==> src/design/dcte_pkg.sv <==
// Package: types, widths and calendar tables for the date-to-epoch block.
`timescale 1ns / 1ps
`default_nettype none

package dcte_pkg;

    localparam int DAY_W   = 5;
    localparam int MONTH_W = 4;
    localparam int YEAR_W  = 12;
    localparam int SECS_W  = 32;
    localparam int DAYS_W  = 20;   // day count up to year 4095 fits in 20 bits

    localparam logic [YEAR_W-1:0]  EPOCH_YEAR   = 12'd1970;
    localparam logic [16:0]        SECS_PER_DAY = 17'(1440 * 60);
    localparam logic [8:0]         DAYS_PER_YEAR = 9'd365;
    localparam logic [9:0]         LEAPS_BEFORE_EPOCH = 10'd477;   // leaps in 1..1969
    localparam logic [10:0]        RECIP_25 = 11'd1311;            // 2^15 / 25, rounded up
    localparam int                 RECIP_SHIFT = 15;

    localparam logic [MONTH_W-1:0] MON_JAN = 4'd1;
    localparam logic [MONTH_W-1:0] MON_FEB = 4'd2;
    localparam logic [MONTH_W-1:0] MON_DEC = 4'd12;

    typedef struct packed {
        logic [DAY_W-1:0]   day_of_month;
        logic [MONTH_W-1:0] month_number;
        logic [YEAR_W-1:0]  year_number;
    } t_date_in;

    typedef struct packed {
        logic              date_valid;
        logic [SECS_W-1:0] epoch_seconds;
    } t_date_out;

    typedef struct packed {
        logic              ok;
        logic [DAYS_W-1:0] days;
    } t_day_count;

    // Days in a common year's month.
    function automatic logic [DAY_W-1:0] month_len(input logic [MONTH_W-1:0] m);
        logic [DAY_W-1:0] len;
        unique case (m)
            4'd1, 4'd3, 4'd5, 4'd7, 4'd8, 4'd10, 4'd12: len = 5'd31;
            4'd4, 4'd6, 4'd9, 4'd11:                    len = 5'd30;
            4'd2:                                       len = 5'd28;
            default:                                    len = 5'd0;
        endcase
        return len;
    endfunction

    // Days in a common year before the first of the month.
    function automatic logic [8:0] days_before_month(input logic [MONTH_W-1:0] m);
        logic [8:0] d;
        unique case (m)
            4'd1:    d = 9'd0;
            4'd2:    d = 9'd31;
            4'd3:    d = 9'd59;
            4'd4:    d = 9'd90;
            4'd5:    d = 9'd120;
            4'd6:    d = 9'd151;
            4'd7:    d = 9'd181;
            4'd8:    d = 9'd212;
            4'd9:    d = 9'd243;
            4'd10:   d = 9'd273;
            4'd11:   d = 9'd304;
            4'd12:   d = 9'd334;
            default: d = 9'd0;
        endcase
        return d;
    endfunction

endpackage

`default_nettype wire

==> src/design/dcte_days.sv <==
// Date validation and day count since 1970-01-01 (combinational).
`timescale 1ns / 1ps
`default_nettype none

module dcte_days (
    input  wire dcte_pkg::t_date_in   i_date,
    output dcte_pkg::t_day_count      o_count
);

    logic [dcte_pkg::DAY_W-1:0]   day;
    logic [dcte_pkg::MONTH_W-1:0] mon;
    logic [dcte_pkg::YEAR_W-1:0]  year;

    logic [22:0]  y_prod;
    logic [7:0]   y_div25;
    logic [11:0]  y_rem25;
    logic         is_leap;
    logic [4:0]   len;
    logic         mon_ok;
    logic         day_ok;

    logic [11:0]  ym1;
    logic [9:0]   ym1_div4;
    logic [20:0]  q_prod;
    logic [5:0]   ym1_div100;
    logic [18:0]  c_prod;
    logic [3:0]   ym1_div400;
    logic [9:0]   nleaps;
    logic [11:0]  nyears;
    logic [19:0]  year_days;
    logic [19:0]  days;

    assign day  = i_date.day_of_month;
    assign mon  = i_date.month_number;
    assign year = i_date.year_number;

    // year / 25 by reciprocal; exact for 12-bit years
    assign y_prod  = 23'(year) * 23'(dcte_pkg::RECIP_25);
    assign y_div25 = y_prod[dcte_pkg::RECIP_SHIFT +: 8];
    assign y_rem25 = year - 12'(y_div25) * 12'd25;
    assign is_leap = (year[1:0] == 2'd0) && ((y_rem25 != 12'd0) || (year[3:0] == 4'd0));

    assign mon_ok = (mon >= dcte_pkg::MON_JAN) && (mon <= dcte_pkg::MON_DEC);
    assign len    = dcte_pkg::month_len(mon) + 5'((mon == dcte_pkg::MON_FEB) && is_leap);
    assign day_ok = (day != 5'd0) && (day <= len);

    // leaps in 1970..year-1 = L(year-1) - L(1969)
    assign ym1        = year - 12'd1;
    assign ym1_div4   = ym1[11:2];
    assign q_prod     = 21'(ym1_div4) * 21'(dcte_pkg::RECIP_25);
    assign ym1_div100 = q_prod[dcte_pkg::RECIP_SHIFT +: 6];
    assign c_prod     = 19'(ym1[11:4]) * 19'(dcte_pkg::RECIP_25);
    assign ym1_div400 = c_prod[dcte_pkg::RECIP_SHIFT +: 4];
    assign nleaps     = ym1_div4 - 10'(ym1_div100) + 10'(ym1_div400)
                      - dcte_pkg::LEAPS_BEFORE_EPOCH;
    assign nyears     = year - dcte_pkg::EPOCH_YEAR;

    always_comb begin
        if (year > dcte_pkg::EPOCH_YEAR) begin
            year_days = 20'(nyears) * 20'(dcte_pkg::DAYS_PER_YEAR) + 20'(nleaps);
        end else begin
            year_days = 20'd0;
        end
    end

    assign days = year_days
                + 20'(dcte_pkg::days_before_month(mon))
                + 20'((mon > dcte_pkg::MON_FEB) && is_leap)
                + 20'(day) - 20'd1;

    assign o_count.ok   = mon_ok && day_ok;
    assign o_count.days = days;

endmodule

`default_nettype wire

==> src/design/date_check_to_epoch_seconds.sv <==
// Top level: Gregorian date check and conversion to seconds since 1970.
//
// One date is taken per clock while start is high; busy never rises. The
// result appears on o_result with o_done high for one cycle; the date passes
// through the input register, the day-count register (date check, leap count,
// month table), then the days-times-86400 multiply into the result register.
// The receiver cannot stall; every result must be taken.
`timescale 1ns / 1ps
`default_nettype none

module date_check_to_epoch_seconds (
    input  wire                       i_clk,
    input  wire                       i_rst_n,
    input  wire                       start,
    output logic                      busy,
    input  wire dcte_pkg::t_date_in   i_date,
    output logic                      o_done,
    output dcte_pkg::t_date_out       o_result
);

    logic                    r_in_vld;
    dcte_pkg::t_date_in      r_in;
    logic                    r_cnt_vld;
    dcte_pkg::t_day_count    r_cnt;
    dcte_pkg::t_day_count    n_cnt;
    logic                    r_out_vld;
    dcte_pkg::t_date_out     r_out;
    dcte_pkg::t_date_out     n_out;
    logic [36:0]             secs_full;

    assign busy = 1'b0;

    dcte_days u_days (
        .i_date  (r_in),
        .o_count (n_cnt)
    );

    assign secs_full = 37'(r_cnt.days) * 37'(dcte_pkg::SECS_PER_DAY);

    always_comb begin
        n_out.date_valid    = r_cnt.ok;
        n_out.epoch_seconds = r_cnt.ok ? secs_full[dcte_pkg::SECS_W-1:0] : '0;
    end

    always_ff @(posedge i_clk) begin
        if (!i_rst_n) begin
            r_in_vld  <= 1'b0;
            r_cnt_vld <= 1'b0;
            r_out_vld <= 1'b0;
        end else begin
            r_in_vld  <= start && !busy;
            r_cnt_vld <= r_in_vld;
            r_out_vld <= r_cnt_vld;
        end
    end

    always_ff @(posedge i_clk) begin
        if (start && !busy) begin
            r_in <= i_date;
        end
        r_cnt <= n_cnt;
        r_out <= n_out;
    end

    assign o_done   = r_out_vld;
    assign o_result = r_out;

endmodule

`default_nettype wire

==> config.mk <==
export PLATFORM = sky130hd
export DESIGN_NAME = date_check_to_epoch_seconds
export DESIGN_NICKNAME = d
export VERILOG_FILES = /design/src/design/dcte_pkg.sv /design/src/design/dcte_days.sv /design/src/design/date_check_to_epoch_seconds.sv
export SDC_FILE = /design/constraint.sdc
export NUM_CORES = 1
export LEC_CHECK = 0
export BUFFER_PORTS_ARGS = -buffer_cell sky130_fd_sc_hd__buf_2
export CAP_MARGIN = 15
export CORE_MARGIN = 1
export CORE_UTILIZATION = 35
export CTS_CLUSTER_SIZE = 12
export DETAILED_ROUTE_END_ITERATION = 10
export HOLD_SLACK_MARGIN = 0.12
export SYNTH_ARGS = -nofsm -noshare
export SYNTH_HDL_FRONTEND = slang
export SYNTH_SLANG_ARGS = --single-unit
==> constraint.sdc <==
create_clock -name i_clk -period 11.5 [get_ports i_clk]
set_input_delay 2.3 -clock i_clk [delete_from_list [all_inputs] [get_ports i_clk]]
set_output_delay 2.3 -clock i_clk [all_outputs]
set_load 0.02 [all_outputs]
After elaboration in Yosys (flattened, before gate mapping)
Memory sizes are Yosys's and may differ from the RTL's. A register that Yosys moved wholly into a read port is not among the register bits. Index checks and enable logic that the tools add are counted.

Flip-flop bits (word level): 78. Bits in read-only memories: 224. Memories kept: 2. Logic and storage cells: 51. Input bits: 24. Output and inout bits: 35.

Add/sub/neg operators: 12. Reductions and logical operators: 11. Multipliers: 6. Equality and inequality tests: 1. Mux-type cells: 3. $lt $le $gt $ge: 5.

Memories: (name not given) (words 16, bits a word 9, rd ports 1, clocked after memory_dff 1, wr ports 0, RTL line dcte_pkg.sv:55) `unique case (m)`; (name not given) (words 16, bits a word 5, rd ports 1, clocked after memory_dff 1, wr ports 0, RTL line dcte_pkg.sv:43) `unique case (m)`.

Operator list (count): 20-bit by 10-bit multiplier with 25-bit output, second input constant (1); 12-bit by 11-bit multiplier with 23-bit output, second input constant (1); 10-bit by 11-bit multiplier with 21-bit output, second input constant (1); 20-bit by 1-bit adder with 20-bit output (1); 20-bit by 10-bit adder with 20-bit output (1); 20-bit by 5-bit adder with 20-bit output (1); 20-bit by 9-bit adder with 20-bit output (1); 12-bit by 9-bit multiplier with 20-bit output, second input constant (1); 20-bit 2-to-1 mux (1); 20-bit by 1-bit subtractor with 20-bit output, second input constant (1); 8-bit by 11-bit multiplier with 19-bit output, second input constant (1); 12-bit by 11-bit greater-than comparator with 1-bit output, second input constant (1); 8-bit by 5-bit multiplier with 12-bit output, second input constant (1); 12-bit nonzero test (1); 12-bit by 1-bit subtractor with 12-bit output, second input constant (1); 12-bit by 11-bit subtractor with 12-bit output, second input constant (1); 12-bit subtractor (1); 10-bit by 4-bit adder with 10-bit output (1); 10-bit by 6-bit subtractor with 10-bit output (1); 10-bit by 9-bit subtractor with 10-bit output, second input constant (1); 4-bit 2-to-1 mux (2); 1-bit logical AND (6); 5-bit by 1-bit adder with 5-bit output (1); 5-bit less-or-equal comparator (1); 8 further kinds (8).

Longest topological paths before layout
Depth after elaboration: 11. Depth in mapped cells: 63. Gate-level depth less buffers: 62.

Modules after synthesis
From an unflattened synthesis, not the netlist that was laid out.

Cell total of the unflattened synthesis: 1767. Area, all modules: 16604.7 sq um.

Modules (own cells, without submodules): dcte_days (area an instance 11785.1 sq um, instances 1, cells an instance 1317, seq. area each 0.0 sq um); date_check_to_epoch_seconds (area an instance 4819.6 sq um, instances 1, cells an instance 450, seq. area each 1631.6 sq um).

Least setup slack after synthesis
OpenSTA, ideal clock, no wires.

Path kind: register to register. From: register r_in[2] (netlist bit). To: register r_cnt[19] (netlist bit). Data required time: 11.380 ns. Clock period less this slack: 12.206 ns. Slack: -0.706 ns. Library setup time: 0.120 ns. Arrival time: 12.086 ns. Cell stages (with the launch flop): 61. Buffers on the path: 1. Cells stage by stage: edfxtp_1 > inv_1 > ha_1 > a21boi_1 > o21ai_0 > nand2_1 > nand2_1 > nand2_1 > nand2_1 > xnor2_1 > inv_1 > fa_1 > inv_1 > fa_1 > inv_1 > fa_1 > inv_1 > fa_1 > [25 not listed] > nand3_1 > o32ai_1 > o21ai_0 > nand2b_1 > a21oi_1 > xnor2_1 > nand2_1 > inv_1 > ha_1 > ha_1 > or3_1 > a211o_1 > nand2_1 > o21ai_1 > o21ai_0 > nand2b_1 > a21oi_1 > xnor2_1.

RTL lines: from (decl) (RTL line date_check_to_epoch_seconds.sv:22) `dcte_pkg::t_date_in r_in;`; from (signal assigned) (RTL line date_check_to_epoch_seconds.sv:59) `r_in <= i_date;`; to (signal assigned) (RTL line date_check_to_epoch_seconds.sv:61) `r_cnt <= n_cnt;`; to (decl) (RTL line date_check_to_epoch_seconds.sv:24) `dcte_pkg::t_day_count r_cnt;`.

==> results.yml <==
timing:
  drv_slew: 0
  timing.fmax_ghz: 0.0875
  fin_crit_ns: 11.42
  worst_slew_pin_slew_ns: 1.05
  finalWorstSetupSlack_ns: 0.0763
  rsz0062_at_grt: "true"
  setup_viol: 0
  max_slew_margin_pct: 29.4
  setup-tns-final_ns: 0
  fin_skew_ns: 0.0144
  fin_crit_sh_pct: 99.3
  hold_viol: 0
grt:
  grt_max_degree: 29
  grt-ovfl-total: 0
  antenna_found_initial: 0
  grt_first_pass_wirelength_mm: 58.5
  grt_use_total_pct: 14.4
  grt_pass1_vias: 12329
synth:
  synth_largest_area_cell: "ha_1"
  netlist_instances: 1801
  synthArstFlopShare_pct: 0
  ys_seq_area_share_pct: 11.2
  syn_avg_cell_area_um2: 9.31
  synth_edf_count: 21
  yosys-top-cells-count: "inv_1 (461), ha_1 (439), fa_1 (181)"
  synth.most_common_cell: "inv_1"
  synth.area.top_cells: "ha_1 (33%), fa_1 (22%), inv_1 (10%), dfxtp_1 (7.4%), xnor2_1 (4.8%)"
  syn-cell-area_um2: 16800
  ys_types: 63
  ys_ff_latch: 83
  netlist.area_leader.share_pct: 32.7
  yosysWarnings: 0
  synth_flop_cell: "dfxtp_1"
cts:
  h-tree-depth: 3
  clock_latency_ns: 0.35
  cts_buffers: 9
  path_clk_slew_ns: 0.07
  cts_tree: "built"
  clock_sinks: 83
  cts_max_path_buffers: 2
  cts-root-buf: "clkbuf_16"
setup_path:
  crit_fanout: 4
  worstReg2RegStart: "r_in[1]$_DFFE_PP_"
  arrival_ns: 11.70
  startpoint: "r_in[1]$_DFFE_PP_"
  critPathMaxStageDelay_ns: 0.58
  critPathLaunchType: "flip-flop"
  worstSetupEndpointType: "flip-flop"
  path_class: "flip-flop to flip-flop"
  worstPathRequired_ns: 11.78
  slowest_stage: "fa_2"
min_path:
  hold_class: "flip-flop to flip-flop"
  hold_start: "r_in_vld$_SDFF_PN0_"
floorplanning:
  die_h_um: 221
  die_width_um: 221
  io_pins: 59
  coreArea_um2: 47000
  rows: 79
  start_util_pct: 35.7
  dieArea_um2: 48800
drt:
  final_antenna_net_count: 0
  first_pass_iters: 4
  detailedRoute.firstIterationViolations: 386
  wire_per_inst_um: 13.2
  num_vias: 11788
  via_per_inst: 4.60
  drc: 0
  wl_mm: 33.7
final_layout:
  nFillCells: 4572
  final_util_pct: 41.1
  seqCellArea_um2: 1870
  layout.nets: 2595
  multi_input_area_um2: 13600
  final_cells: 2563
  diodes: 0
  syn2layout_area_growth_pct: 14.9
  drive_gt1_share_pct: 13.4
placement:
  portBuffers: 50
  pre_cts_ws_ns: -0.204
  placed_cells: 2533
  globalplace.congestion: 0.888
  hpwl_mm: 29.5
run_status:
  status: "completed"
job:
  maxCapViolations: 0
## metrics by stage
step | hold slack, ns | cell area (um^2)
finish | 0.440 | 19300
detailed placement | 0.429 | 18500
global route | 0.458 | 19300
floorplan | 0.412 | 16900
CTS | 0.446 | 18900
global placement | 0.418 | 18500
## critical path: cells and delay by family, from the launching register on
family / cells / cell delay [ns]
AO/OA/AOI/OAI: 19 / 2.83
adder cells (fa/ha/maj): 15 / 5.34
AND/OR/NAND/NOR: 11 / 1.40
XOR/XNOR: 5 / 0.70
buffers and inverters: 8 / 0.62
flip-flops: 1 / 0.41
## kinds of logic (layout without fill, tap and decap cells)
family	Yosys count	in the layout	synth area share (%)
AOI/OAI and AO/OA	231	231	8.88
DFF	83	83	11.2
buffers and inverters	480	628	10.9
and+or+nand+nor	256	256	7.76
adders and majority gates	620	620	54.3
muxes	12	12	0.731
other	1	8	0.0224
xor gates and xnor gates	118	118	6.16
## path summary, 6_finish.rpt
path	endpoint	slack, ns	cells past startpoint
worst max register to register	r_cnt[19]$_DFF_P_	0.08	58
worst min register to register	r_cnt_vld$_SDFF_PN0_	0.44	1
worst max-delay path	r_cnt[19]$_DFF_P_	0.08	58
worst min-delay path	r_cnt_vld$_SDFF_PN0_	0.44	1
## cell type report
type | count | area share [%]
Multi-Input combinational cell | 1245 | 70.6
Sequential cell | 83 | 9.71
Inverter | 461 | 8.99
Timing Repair Buffer | 151 | 5.32
Tap cell | 607 | 3.94
Clock buffer | 10 | 1.19
Clock inverter | 6 | 0.208
## cell usage in the layout (no fill, tap or decap), types with 9 or more instances in the layout
cell type,instances
inv_1,446
ha_1,418
fa_1,175
buf_4,99
xnor2_1,84
nand2_1,64
dfxtp_1,62
a21oi_1,54
buf_2,50
nor2_1,45
o21ai_0,35
and2_1,32
a21o_1,30
xor2_1,24
edfxtp_1,21
o21a_1,18
nor3_1,18
ha_4,18
nand3_1,17
nand2b_1,17
inv_2,14
nor2b_1,13
a21oi_2,12
o21bai_1,11
mux2i_1,10
o21ai_1,9
nand4_1,9
clkbuf_16,9
## metal layers
layer | part of all wire (%) | GRT usage, %
met1 | 46 | 18.1
met2 | 50 | 26.2
met3 | 1.7 | 1.67
met4 | 1.8 | 2.98
met5 | 0 | 0
## what timing repair did
item / in CTS / in global routing
endpoints found under the setup margin: 4 / 11
hold buffers: 0 / 0
pin swaps: 39 / 79
hold endpoints to repair: 0 / 0
resized for setup: 24 / 56
gates cloned: 0 / 0
buffers inserted: 7 / 7
Power is not shown: default switching activity piles up to over one toggle a cycle in this logic, so the estimate is an artifact.
